==> src/hdl/clkrep_pkg.sv <==
`timescale 1ns / 1ps

package clkrep_pkg;

  // Frame count and effective limit (1..511 fits in 9 bits)
  typedef logic [8:0] cnt_t;
  // Frame index as seen on the ports
  typedef logic [7:0] frame_t;

  // Transaction kinds
  localparam logic KIND_REFERENCE = 1'b0;
  localparam logic KIND_EVICT     = 1'b1;

  // Reset value of the frame count register
  localparam cnt_t FIU_RESET = 9'd256;

  // Command from the top level to the walker
  typedef struct packed {
    logic   start;
    logic   kind;
    frame_t frame_index;
  } cmd_t;

  // Result from the walker
  typedef struct packed {
    logic   valid;
    frame_t victim;
  } res_t;

endpackage

==> src/hdl/clkrep_ram.sv <==
`timescale 1ns / 1ps

module clkrep_ram #(
  parameter int WIDTH = 1,
  parameter int DEPTH = 256
) (
  input  logic                     clk,
  input  logic                     wr_en,
  input  logic [$clog2(DEPTH)-1:0] wr_addr,
  input  logic [WIDTH-1:0]         wr_data,
  input  logic [$clog2(DEPTH)-1:0] rd_addr,
  output logic [WIDTH-1:0]         rd_data
);

  logic [WIDTH-1:0] mem [DEPTH];

  // One write port, one registered read port
  always_ff @(posedge clk) begin
    if (wr_en) begin
      mem[wr_addr] <= wr_data;
    end
    rd_data <= mem[rd_addr];
  end

endmodule

==> src/hdl/clkrep_walk.sv <==
`timescale 1ns / 1ps

module clkrep_walk #(
  parameter int MAXLIM = 256
) (
  input  logic               clk,
  input  logic               rst_n,
  input  clkrep_pkg::cnt_t   limit,
  input  clkrep_pkg::cmd_t   cmd,
  output logic               busy,
  output clkrep_pkg::res_t   res
);

  import clkrep_pkg::*;

  localparam int POS_W = $clog2(MAXLIM);
  localparam logic [POS_W-1:0] LAST_POS = POS_W'(MAXLIM - 1);

  typedef enum logic [1:0] {
    S_CLEAR,
    S_IDLE,
    S_READ,
    S_CHECK
  } state_t;

  state_t           state_r, state_nxt;
  logic [POS_W-1:0] clr_r, clr_nxt;
  logic [POS_W-1:0] pos_r, pos_nxt;
  frame_t           hand_r, hand_nxt;
  logic             out_valid_r, out_valid_nxt;
  frame_t           out_victim_r, out_victim_nxt;

  logic             wr_en;
  logic [POS_W-1:0] wr_addr;
  logic             wr_data;
  logic [POS_W-1:0] rd_addr;
  logic             rd_data;

  logic             accept;
  logic [31:0]      frame_ext;
  logic [31:0]      hand_ext;
  logic [31:0]      pos_ext;
  logic [POS_W-1:0] start_pos;
  logic [POS_W-1:0] pos_adv;

  // Next position, wrapping at the limit
  function automatic logic [POS_W-1:0] advance(input logic [POS_W-1:0] p, input cnt_t lim);
    logic [31:0] nxt;
    nxt = 32'(p) + 32'd1;
    if (nxt >= 32'(lim)) begin
      nxt = '0;
    end
    return nxt[POS_W-1:0];
  endfunction

  assign accept    = cmd.start && (state_r == S_IDLE);
  assign busy      = (state_r != S_IDLE);
  assign frame_ext = 32'(cmd.frame_index);
  assign hand_ext  = 32'(hand_r);
  assign pos_ext   = 32'(pos_r);
  assign pos_adv   = advance(pos_r, limit);

  // Walk starts at the hand, or at frame 0 if the hand is past the limit
  assign start_pos = (hand_ext >= 32'(limit)) ? '0 : hand_ext[POS_W-1:0];

  // Read the start position while idle, otherwise the current position
  assign rd_addr = (state_r == S_IDLE) ? start_pos : pos_r;

  // Write port: clearing pass, reference set, or walk update
  always_comb begin
    wr_en   = 1'b0;
    wr_addr = pos_r;
    wr_data = 1'b0;
    unique case (state_r)
      S_CLEAR: begin
        wr_en   = 1'b1;
        wr_addr = clr_r;
        wr_data = 1'b0;
      end
      S_IDLE: begin
        if (accept && (cmd.kind == KIND_REFERENCE) && (frame_ext < 32'(limit))) begin
          wr_en   = 1'b1;
          wr_addr = frame_ext[POS_W-1:0];
          wr_data = 1'b1;
        end
      end
      S_CHECK: begin
        // set bit gets its second chance cleared; clear bit marks the victim
        wr_en   = 1'b1;
        wr_addr = pos_r;
        wr_data = !rd_data;
      end
      default: begin
        wr_en = 1'b0;
      end
    endcase
  end

  // Sequencer next state
  always_comb begin
    state_nxt      = state_r;
    clr_nxt        = clr_r;
    pos_nxt        = pos_r;
    hand_nxt       = hand_r;
    out_valid_nxt  = 1'b0;
    out_victim_nxt = out_victim_r;
    unique case (state_r)
      S_CLEAR: begin
        clr_nxt = clr_r + POS_W'(1);
        if (clr_r == LAST_POS) begin
          state_nxt = S_IDLE;
        end
      end
      S_IDLE: begin
        if (accept && (cmd.kind == KIND_EVICT)) begin
          pos_nxt   = start_pos;
          state_nxt = S_CHECK;
        end
      end
      S_READ: begin
        state_nxt = S_CHECK;
      end
      S_CHECK: begin
        if (rd_data) begin
          pos_nxt   = pos_adv;
          state_nxt = S_READ;
        end else begin
          hand_nxt       = frame_t'(pos_adv);
          out_valid_nxt  = 1'b1;
          out_victim_nxt = pos_ext[7:0];
          state_nxt      = S_IDLE;
        end
      end
      default: begin
        state_nxt = S_IDLE;
      end
    endcase
  end

  // State and registered outputs
  always_ff @(posedge clk) begin
    if (!rst_n) begin
      state_r     <= S_CLEAR;
      clr_r       <= '0;
      pos_r       <= '0;
      hand_r      <= '0;
      out_valid_r <= 1'b0;
    end else begin
      state_r     <= state_nxt;
      clr_r       <= clr_nxt;
      pos_r       <= pos_nxt;
      hand_r      <= hand_nxt;
      out_valid_r <= out_valid_nxt;
    end
    out_victim_r <= out_victim_nxt;
  end

  assign res.valid  = out_valid_r;
  assign res.victim = out_victim_r;

  clkrep_ram #(
    .WIDTH (1),
    .DEPTH (MAXLIM)
  ) u_bits (
    .clk     (clk),
    .wr_en   (wr_en),
    .wr_addr (wr_addr),
    .wr_data (wr_data),
    .rd_addr (rd_addr),
    .rd_data (rd_data)
  );

`ifndef NO_ASSERTIONS
  // A result only follows a look that found a clear bit
  a_res_after_check: assert property (@(posedge clk) disable iff (!rst_n)
    out_valid_r |-> $past(state_r == S_CHECK))
    else $error("result without a completed walk");

  // Results are single-cycle strobes, one per eviction
  a_res_single: assert property (@(posedge clk) disable iff (!rst_n)
    out_valid_r |=> !out_valid_r)
    else $error("result strobe held for more than one cycle");

  // An accepted eviction looks at its first frame on the next cycle
  a_evict_check: assert property (@(posedge clk) disable iff (!rst_n)
    (accept && (cmd.kind == KIND_EVICT)) |=> (state_r == S_CHECK))
    else $error("eviction did not start its walk");

  // No bit store write while a read is in flight
  a_read_no_write: assert property (@(posedge clk) disable iff (!rst_n)
    (state_r == S_READ) |-> !wr_en)
    else $error("write during walk read");
`endif

endmodule

==> src/hdl/clock_page_replacement_core.sv <==
`timescale 1ns / 1ps

// Second-chance (clock) page replacement engine. A transaction is taken when
// start is high and busy is low. A reference (in_kind 0) sets the frame's
// reference bit and gives no result. An eviction (in_kind 1) walks the bit
// store from the clock hand and strobes out_valid for one cycle with
// out_victim_frame; the receiver cannot stall, so the result must be
// captured in that cycle. The bits live in a memory with one registered read
// port; the walk clears each set bit it skips (at most the frame count of
// them) and stops at the first clear bit. After reset a clearing pass writes
// every entry of the bit store, min(FRAMES, 511) of them, while busy is high;
// configuration writes are taken at any time, but are meant for idle periods.
module clock_page_replacement_core #(
  parameter int FRAMES = 256
) (
  input  logic       clk,
  input  logic       rst_n,
  input  logic       start,
  output logic       busy,
  input  logic       in_kind,
  input  logic [7:0] in_frame_index,
  output logic       out_valid,
  output logic [7:0] out_victim_frame,
  input  logic       cfg_wr_en,
  input  logic [8:0] cfg_wr_data
);

  import clkrep_pkg::*;

  // Frames reachable: the count register cannot exceed 511
  localparam int   MAXLIM    = (FRAMES < 511) ? FRAMES : 511;
  localparam cnt_t FRAMES_CAP = cnt_t'(MAXLIM);

  cnt_t fiu_r;
  cnt_t limit;
  cmd_t cmd;
  res_t res;

  // Frame count register
  always_ff @(posedge clk) begin
    if (!rst_n) begin
      fiu_r <= FIU_RESET;
    end else if (cfg_wr_en) begin
      fiu_r <= cfg_wr_data;
    end
  end

  // Effective limit: zero acts as one, saturate at MAXLIM, the frame capacity
  always_comb begin
    if (fiu_r == '0) begin
      limit = cnt_t'(1);
    end else if (32'(fiu_r) > 32'(MAXLIM)) begin
      limit = FRAMES_CAP;
    end else begin
      limit = fiu_r;
    end
  end

  assign cmd.start       = start;
  assign cmd.kind        = in_kind;
  assign cmd.frame_index = in_frame_index;

  clkrep_walk #(
    .MAXLIM (MAXLIM)
  ) u_walk (
    .clk   (clk),
    .rst_n (rst_n),
    .limit (limit),
    .cmd   (cmd),
    .busy  (busy),
    .res   (res)
  );

  assign out_valid        = res.valid;
  assign out_victim_frame = res.victim;

endmodule
==> config.mk <==
export PLATFORM = sky130hd
export DESIGN_NAME = clock_page_replacement_core
export DESIGN_NICKNAME = d
export VERILOG_FILES = /design/src/hdl/clkrep_pkg.sv /design/src/hdl/clkrep_ram.sv /design/src/hdl/clkrep_walk.sv /design/src/hdl/clock_page_replacement_core.sv
export SDC_FILE = /design/constraint.sdc
export NUM_CORES = 1
export LEC_CHECK = 0
export BUFFER_PORTS_ARGS = -buffer_cell sky130_fd_sc_hd__buf_4
export CAP_MARGIN = 20
export CORE_MARGIN = 3
export CORE_UTILIZATION = 50
export CTS_BUF_LIST = sky130_fd_sc_hd__clkbuf_2
export CTS_CLUSTER_SIZE = 16
export DETAILED_ROUTE_END_ITERATION = 8
export PLACE_DENSITY = 0.68
export SYNTH_ARGS = -nofsm -noshare
export SYNTH_HDL_FRONTEND = slang
export SYNTH_SLANG_ARGS = --single-unit
==> constraint.sdc <==
create_clock -name clk -period 4.62 [get_ports clk]
set_clock_uncertainty 0.15 [all_clocks]
set_input_delay 0.924 -clock clk [delete_from_list [all_inputs] [get_ports clk]]
set_output_delay 0.924 -clock clk [all_outputs]
set_load 0.03 [all_outputs]
# Yosys cells after proc, flatten, opt, wreduce, memory -nomap -nowiden
# Memory sizes are Yosys's and may differ from the RTL's. A register that Yosys moved wholly into a read port is not among the register bits.
# Index checks and enable logic that the tools add are counted.
# Widths: inputs -> output; s select.
[word_totals]
register_bits = 44
ram_bits = 256
elab_cells = 57
n_memories = 1
[mem_list]
columns = ["name", "words", "width", "read_ports", "rd_clocked_by_memory_dff", "wr", "line", "text"]
rows = [
  ["u_walk.u_bits.mem", 256, 1, 1, 1, 1, "clkrep_ram.sv:15", "logic [WIDTH-1:0] mem [DEPTH];"],
]
[op_classes]
addsub = 2
magnitude_cmp = 4
n_eq_ne = 8
mux = 20
n_bitwise = 2
n_reduce_logical = 13
[ops]
columns = ["op", "n"]
rows = [
  ["$mux 8", 6],
  ["$pmux 8 s2", 2],
  ["$mux 9", 2],
  ["$add 8x1->9 const B", 1],
  ["$ge 8x9->1", 1],
  ["$ge 9x9->1", 1],
  ["$gt 9x9->1 const B", 1],
  ["$logic_not 9->1", 1],
  ["$lt 8x9->1", 1],
  ["$add 8x1->8 const B", 1],
  ["$eq 8x8->1 const B", 1],
  ["$pmux 2 s4", 1],
  ["$mux 2", 3],
  ["$reduce_and 2->1", 3],
  ["$eq 2x2->1 const B", 2],
  ["$logic_and 1x1->1", 4],
  ["$mux 1", 4],
  ["$ne 2x1->1 const B", 2],
  ["$ne 2x2->1 const B", 2],
  ["$pmux 1 s2", 2],
  ["$reduce_and 3->1", 1],
  ["$eq 2x1->1 const B", 1],
  ["$logic_not 2->1", 1],
  ["$not 1->1", 2],
  ["3 further kinds", 3],
]

# Depth between registers and ports, before layout
# Gate-level depths: netlist of the first run.
[logic_depth]
word_depth = 9
ltp_mapped = 17
ltp_nobuf = 14

# Hierarchy
# A second synthesis of the first run with hierarchy kept.
[hier_totals]
cells_unflattened = 1098
area_unflattened_um2 = 13989.7
[modules_own_cells]
columns = ["module", "n_inst", "cells_each", "area_per_inst_um2", "seq_area_each_um2"]
rows = [
  ["clkrep_ram", 1, 788, 11128.2, 7707.4],
  ["clkrep_walk", 1, 269, 2421.1, 780.7],
  ["clock_page_replacement_core", 1, 41, 440.4, 180.2],
]

# Least setup slack after synthesis of the first run
# Ideal clock, no wire load.
[synth_path]
path_kind = "input port to flip-flop"
start = "input in_frame_index[4]"
end = "memory u_walk.u_bits.mem[0] (data pin)"
setup_time_ns = 0.555
arrival_time_ns = 3.859
slack_ns = 0.056
stages = 9
path_buffers = 1
cell_sequence = "ha_1 a21oi_1 nor2b_1 o21ai_0 nand2b_1 nor2_1 o31a_1 buf_2 or2_2"
[synth_between]
elab_chain_len = 4
[synth_rtl]
columns = ["element", "line", "text"]
rows = [
  ["start: declaration", "clock_page_replacement_core.sv:21", "input logic [7:0] in_frame_index,"],
  ["$lt 8x9->1", "clkrep_walk.sv:81", "if (accept && (cmd.kind == KIND_REFERENCE) && (frame_ext < 32'(limit))) begin"],
  ["$logic_and 1x1->1", "clkrep_walk.sv:81", ""],
  ["$mux 1", "clkrep_walk.sv:81", ""],
  ["$pmux 1 s2", "clkrep_walk.sv:74", "unique case (state_r)"],
  ["net u_walk.u_bits.wr_data", "clkrep_ram.sv:10", "input logic [WIDTH-1:0] wr_data,"],
  ["end: declaration", "clkrep_ram.sv:15", ""],
]
# The timed path passes the listed nets, and every way through them passes these cells.

# Worst setup path in the final report of the first run
[layout_path]
start = "register fiu_r[8]"
end = "register u_walk.u_bits.rd_data (read register of u_walk.u_bits.mem)"
[layout_between]
elab_chain_len = 6
elab_cells_between_ends = 7
cone_classes = "order compare: 2; mux: 4; reduce/logical: 1"
[layout_rtl]
columns = ["element", "line", "text"]
rows = [
  ["start: declaration", "clock_page_replacement_core.sv:34", "cnt_t fiu_r;"],
  ["start signal: assignment", "clock_page_replacement_core.sv:44", "fiu_r <= cfg_wr_data;"],
  ["$gt 9x9->1", "clock_page_replacement_core.sv:52", "end else if (32'(fiu_r) > 32'(MAXLIM)) begin"],
  ["$mux 9", "clock_page_replacement_core.sv:52", ""],
  ["$mux 9 *", "clock_page_replacement_core.sv:50", "if (fiu_r == '0) begin"],
  ["$ge 8x9->1 *", "clkrep_walk.sv:64", "assign start_pos = (hand_ext >= 32'(limit)) ? '0 : hand_ext[POS_W-1:0];"],
  ["$mux 8 *", "clkrep_walk.sv:64", ""],
  ["$mux 8 *", "clkrep_walk.sv:67", "assign rd_addr = (state_r == S_IDLE) ? start_pos : pos_r;"],
  ["end: declaration", "clkrep_ram.sv:12", "output logic [WIDTH-1:0] rd_data"],
]
# Every way passes the cells marked *; elsewhere a longest branch is shown, timed or not.
# A chain may end at the register's enable or synchronous reset.

==> out/metrics.cfg, run 1 <==
[die]
initial_core_util=0.516
die_area_mm2=0.0312
die-height_um=177
coreArea_mm2=0.0282
io_pins=32
die_x_um=177
num_rows=61

[grt]
grt_pass1_wl_um=61600
grt_start_max_net_pins=160
grt_pass1_vias=11000
top_usage_layer=met2
gr-usage-met3=0.0444
globalRouteMet2Util=0.406
grt_usage=0.255
grt_use_met1=0.355
overflow=0
antenna_found_initial=1

[pwr]
power_frac_seq=0.429
ir_drop_mv=0.255
pwr-share-comb=0.330
switching_share=0.384
power.leakage_nw=5.43
pwr-share-clk=0.241
powerDensity_mw_per_mm2=458
internal-power_mw=4.52
switchingPower_mw=2.82

[worst_hold_path]
hp-class=in -> reg

[routing]
wl_um=39800
drc_errors=0
drt_pass1_iterations=6
vias=11400
via_per_inst=6.07
drt_iter0_drc=1439
wl_per_cell_um=21.2
ant_nets=0

[clocking]
cts-root-buf=clkbuf_2
insertion_delay_ns=0.86
cts.clk_slew.worst_paths_ns=0.09
cts_tree=built
cts.path.max_buffers=3
htree_levels=3
numCtsBuffers=79
clock-sinks=301

[logic_synthesis]
ys_seq_elements=301
synth.top_cell.area_share=0.544
netlist_area_mm2=0.0146
yosysWarnings=0
synth_edf_count=264
synthCells=1388
yosys.area_share.simple=0.187
synth_seq_area_share=0.595
synthAdderAreaFrac=0.0257
avgSynthCellArea_um2=10.5
synth.area.top_cells=edfxtp_1 (54%), nor2_1 (6.9%), nand2_1 (5.2%)
muxShareOfSynthArea=0.0378
synth_top_family_by_area=simple AND/OR/NAND/NOR gates
ys_dominant_reg_cell=edfxtp_1
yosysTopAreaCell=edfxtp_1
synth_nets=1440
synth_compound_area_frac=0.114
async_reset_ff_frac=0
synth-xor-area-share=0.00661
yosysUniqueCellTypes=73

[placement]
hpwl_um=24800
io_buffer_count=31
place_ws_ns=0.147
gp_congestion=0.867

[timing]
relSlewSlack=0.395
post-route-period-util=0.934
setup_tns_ns=0
setup_slack_ns=0.303
finalWorstPathRequiredPeriod_ns=4.32
fmax_mhz=232
drv_slew=0
hold_viol_final=0
setup_violations=0
rsz0062_at_grt=no
tightest_slew_ns=0.904

[worst_setup_path]
critPathLaunchType=register
timing.critical_path.to=u_walk.u_bits.rd_data$_DFF_P_
cp-startpoint=fiu_r[8]$_SDFFE_PN1P_
cp-end-kind=register
r2r-end=u_walk.u_bits.rd_data$_DFF_P_
crit_fanout=14
worstRegToRegCells=14
r2r_slack_ns=0.30
required_ns=5.16
reg2reg_from=fiu_r[8]$_SDFFE_PN1P_
arrival_ns=4.86
crit_type=reg -> reg

[cells_and_area]
num-fill-cells=2483
multi_input_area_mm2=0.00546
fin_util=0.568
nets=1502
regArea_mm2=0.00867
drive_gt1_frac=0.156
final_cell_mix=nor2_1 (267), edfxtp_1 (264), nand2_1 (201)
syn2layout_area_growth_pct=9.93
final_common_cell=nor2_1

[run_status]
status=finished, final reports clean

[flow_run]
drv_cap=0

==> synthesized netlist by cell type (4+ instances only) <==
cell and instances:
a211oi_1 4, nor3_1 25, nor2b_1 18, nand2_1 201
inv_1 15, buf_1 8, o21a_1 4, buf_2 40
o21ai_0 21, a31oi_1 16, nand3_1 57, o311ai_0 5
a222oi_1 7, nand2b_1 4, nand3b_1 5, xnor2_1 8
and3_1 5, edfxtp_1 264, nor4_1 6, ha_1 30
nand2_2 10, clkbuf_1 51, o22ai_1 18, a21boi_0 10
a221oi_1 14, a22oi_1 14, nand4_1 8, a32oi_1 10
a21oi_1 76, dfxtp_1 37, and2_1 9, nor2_1 267
mux2i_1 54, a21o_1 5
==> power groups by stage <==
stage               clock [mW]  combinational, mW  sequential [mW]
finish                    1.77               2.42             3.15
floorplan                    0               1.53             3.15
global placement             0               2.35             3.21
CTS                       1.81               2.38             3.14
global route              1.95               2.59             3.16
detailed placement           0               2.37             3.21
==> metrics by stage <==
stage / area, um2 / hold WS (ns) / total power, mW / instances
finish: 16000 / 0.148 / 7.34 / 1874
global route: 16000 / 0.131 / 7.69 / 1874
CTS: 16000 / 0.109 / 7.33 / 1873
detailed placement: 15400 / 0.354 / 5.57 / 1747
global placement: 15400 / 0.354 / 5.55 / 1747
floorplan: 14600 / 0.256 / 4.68 / 1388
==> state kept, by name (all words and copies together), names as in the netlist <==
name                   flops
u_walk.u_bits.rd_data      1
u_walk.out_victim_r        8
u_walk.state_r             2
u_walk.out_valid_r         1
fiu_r                      9
u_walk.u_bits.mem        256
u_walk.clr_r               8
u_walk.pos_r               8
u_walk.hand_r              8
==> kinds of logic (layout without fill, tap and decap cells) <==
group,after synthesis,count (layout)
simple gates,633,633
flops,301,301
compound gates,241,241
buf+inv,117,224
mux,55,55
fa+ha+maj,30,30
xor+xnor,11,11
other cells,0,1
==> repair_timing <==
item	CTS	global route
setup endpoints to repair	0	1
resized for setup	0	3
buffers inserted	0	0
hold buffers	0	0
==> layer usage <==
| metal | up-vias | wire length, um |
|---|---|---|
| li1 | 5166 | - |
| met5 | - | 0 |
| met2 | 604 | 18300 |
| met4 | 0 | 1260 |
| met3 | 107 | 3720 |
| met1 | 5500 | 16600 |
==> worst max-delay path, stage by stage (launching register included) <==
cell and delay [ns]:
dfxtp_1 0.36, inv_1 0.28, nand2_1 0.20, ha_1 0.33
a211oi_1 0.22, a2bb2oi_1 0.29, o21a_1 0.35, a31oi_4 0.31
buf_4 0.28, a21oi_1 0.14, a21oi_1 0.08, a22oi_1 0.38
nand4_1 0.14, nor4_1 0.50, nor4_1 0.12
==> worst min-delay path by stage <==
stage                                            start                               end  slack, ns  cells past startpoint
after global routing                    cfg_wr_data[8]             fiu_r[8]$_SDFFE_PN1P_       0.13                      3
after CTS                               cfg_wr_data[8]             fiu_r[8]$_SDFFE_PN1P_       0.11                      3
after global placement    u_walk.clr_r[7]$_SDFFE_PN0P_      u_walk.clr_r[7]$_SDFFE_PN0P_       0.35                      2
final                                   cfg_wr_data[8]             fiu_r[8]$_SDFFE_PN1P_       0.15                      3
after detailed placement  u_walk.clr_r[5]$_SDFFE_PN0P_      u_walk.clr_r[5]$_SDFFE_PN0P_       0.35                      2
after floorplan           u_walk.pos_r[2]$_SDFFE_PN0P_  u_walk.out_victim_r[2]$_DFFE_PP_       0.26                      0
==> area by class of cell <==
| class | count | share of cell area |
|---|---|---|
| Timing Repair Buffer | 83 | 0.0443 |
| Inverter | 15 | 0.00351 |
| Clock inverter | 11 | 0.00492 |
| Clock buffer | 115 | 0.0359 |
| Sequential cell | 301 | 0.541 |
| Multi-Input combinational cell | 970 | 0.341 |
| Tap cell | 378 | 0.0295 |
| Antenna cell | 1 | 0.000156 |
Power figures use the tool's default switching activity.
==> run 2, diff against run 1 <==
- CORE_MARGIN: 3 -> 2
==> run 2 against run 1 <==
  * Clock power increased by 7%
  * Critical endpoint unchanged
  * Utilization decreased by 0.54 points
  * Sequential share of layout area decreased by 0.36 points
  * Critical path type unchanged
  * Highest routed layer unchanged
  * Via count increased by 0.34%
  * Hold slack got worse by 0.063 ns
==> out/metrics.cfg, run 2 (same netlist as run 1, synthesis figures left out) <==
[placement]
io_buffer_count=31  ; unchanged
hpwl_um=24700  ; -0.25%
gp_congestion=0.871  ; +0.55%
dp.cells=1754  ; +0.40%
dpl_cell_area_mm2=0.0154  ; +0.26%

[clocking]
insertion_delay_ns=0.93  ; +0.07 ns
cts-root-buf=clkbuf_2
htree_levels=3  ; unchanged
cts_tree=built
cts_setup_buffers=0  ; unchanged
cts.clk_slew.worst_paths_ns=0.10  ; about the same
numCtsBuffers=80  ; +1.3%
hold_buffers=0  ; unchanged
clock-sinks=301  ; unchanged
cts.path.max_buffers=3  ; unchanged
cts_resized=0  ; unchanged

[worst_setup_path]
critPathLaunchType=register
cp-end-kind=register
crit_fanout=11  ; -3
reg2reg_from=fiu_r[8]$_SDFFE_PN1P_
arrival_ns=4.89  ; +0.03 ns
worstRegToRegCells=14  ; unchanged
r2r-end=u_walk.u_bits.rd_data$_DFF_P_
crit_type=reg -> reg
required_ns=5.24  ; +0.08 ns
r2r_slack_ns=0.35  ; +0.04 ns

[cells_and_area]
drive_gt1_frac=0.160  ; +0.00375
final_cell_mix=nor2_1 (267), edfxtp_1 (264), nand2_1 (201)
top_regs=u_walk.u_bits.mem (256), fiu_r (9)
finalNonFillerCells=1895  ; +1.1%
nets=1504  ; +0.13%
largest_register=u_walk.u_bits.mem
num-fill-cells=2562  ; +3.2%
final_common_cell=nor2_1
postLayoutCellArea_mm2=0.0161  ; +0.66%
syn2layout_area_growth_pct=10.7
largest_reg_flops=256  ; unchanged

[run_status]
status=finished, final reports clean

[worst_hold_path]
hold_depth=3  ; unchanged
worstHoldStart=cfg_wr_data[8]
holdPathEnd=fiu_r[8]$_SDFFE_PN1P_
hp-class=in -> reg

[pwr]
pwr-share-comb=0.325  ; -0.005
ir_drop_mv=0.243  ; -4.6%
switchingPower_mw=2.87  ; +2.0%
pwr-share-clk=0.253  ; +0.012
switching_share=0.385  ; +0.00129
powerDensity_mw_per_mm2=462  ; +0.97%
internal-power_mw=4.59  ; +1.4%
power.leakage_nw=5.50  ; +1.2%
power_frac_seq=0.422  ; -0.007

[timing]
fmax_mhz=234  ; +1.0%
hold_viol_final=0  ; unchanged
finalWorstPathRequiredPeriod_ns=4.27  ; -0.0447 ns
tightest_slew_ns=0.893  ; -0.0117 ns
setup_tns_ns=0  ; unchanged
post-route-period-util=0.925  ; -0.00967
relSlewSlack=0.403  ; +0.00783
drv_slew=0  ; unchanged
rsz0062_at_grt=no
setup_violations=0  ; unchanged

[routing]
ant_nets=0  ; unchanged
drc_errors=0  ; unchanged
wl_um=39700  ; -0.33%
drt_iter0_drc=1473  ; +2.4%
via_per_inst=6.02  ; -0.77%
wl_per_cell_um=20.9  ; -1.4%
vias=11400  ; +0.34%
drt_pass1_iterations=6  ; unchanged

[grt]
overflow=0  ; unchanged
grt_start_max_net_pins=155  ; -3.1%
grt_pass1_wl_um=61400  ; -0.31%
antenna_found_initial=1  ; unchanged
grt_usage=0.261  ; +0.00630
grt_pass1_vias=10900  ; -0.36%

[die]
die_area_mm2=0.0305  ; -2.3%
die-height_um=175  ; -1.1%
num_rows=62  ; +1.6%
die_x_um=175  ; -1.1%
io_pins=32  ; unchanged
coreArea_mm2=0.0287  ; +1.6%
initial_core_util=0.508  ; -0.00833

[flow_run]
drv_cap=0  ; unchanged

-- run 2: cell count changes in the layout (fill, tap and decap cells not counted), moves of 2 or more --
cell and delta:
clkbuf_2 +5, inv_6 +2, buf_12 +2, clkinv_1 +7, clkinv_4 +2
-- run 2: power by group through the flow --
stage          clock network [mW]  logic (mW)  registers [mW]
3_3_place_gp                    0        2.35            3.20
6_report                     1.89        2.42            3.15
5_1_grt                      2.06        2.59            3.15
2_1_floorplan                   0        1.53            3.15
4_1_cts                      1.93        2.38            3.14
3_5_place_dp                    0        2.38            3.20
-- run 2: stage by stage --
step           worst slack (ns)  hold slack [ns]  utilization  power, mW
3_5_place_dp              0.261            0.361        0.536       5.58
4_1_cts                   0.189           0.0382        0.562       7.45
6_report                  0.348           0.0855        0.562       7.46
3_3_place_gp              0.204            0.356        0.536       5.56
5_1_grt                   0.130           0.0443        0.562       7.81
2_1_floorplan            0.0556            0.256            -       4.68
-- run 2: area by class of cell --
| type | instances | area (um2) | share of cell area |
|---|---|---|---|
| flip-flops and latches | 301 | 8670 | 0.537 |
| multi-input cells | 970 | 5450 | 0.338 |
| repair buffers | 84 | 743 | 0.0461 |
| clock buffers | 120 | 601 | 0.0372 |
| well taps | 384 | 480 | 0.0298 |
| clock inverters | 20 | 129 | 0.00799 |
| inverters | 15 | 56.3 | 0.00349 |
| diodes | 1 | 2.50 | 0.000155 |
-- run 2: worst max path at each step --
stage	startpoint	to	slack, ns	depth (start not counted)
2_1_floorplan	in_frame_index[4]	u_walk.u_bits.mem[0]$_DFFE_PP_	0.06	9
3_3_place_gp	fiu_r[8]$_SDFFE_PN1P_	u_walk.u_bits.rd_data$_DFF_P_	0.20	14
3_5_place_dp	fiu_r[8]$_SDFFE_PN1P_	u_walk.u_bits.rd_data$_DFF_P_	0.26	15
4_1_cts	fiu_r[8]$_SDFFE_PN1P_	u_walk.u_bits.rd_data$_DFF_P_	0.19	14
5_1_grt	fiu_r[6]$_SDFFE_PN0P_	u_walk.u_bits.rd_data$_DFF_P_	0.13	15
6_report	fiu_r[8]$_SDFFE_PN1P_	u_walk.u_bits.rd_data$_DFF_P_	0.35	14
-- run 2: metal layers --
layer	up-vias	global-route usage	routed length, um
li1	5190	-	-
met1	5566	0.349	16000
met2	571	0.420	18900
met3	89	0.0553	3700
met4	0	0.0990	1090
met5	-	0	0
-- run 2: worst max-delay path: stages (launching register included) --
cell	delay, ns
dfxtp_1	0.36
inv_1	0.26
nand2_1	0.20
ha_1	0.34
a211oi_1	0.22
a2bb2oi_1	0.28
o21ai_2	0.22
buf_4	0.23
o41ai_4	0.41
nand2_1	0.34
a221oi_1	0.42
a21oi_1	0.11
o2111ai_1	0.16
nor4_1	0.09
nor4_1	0.34
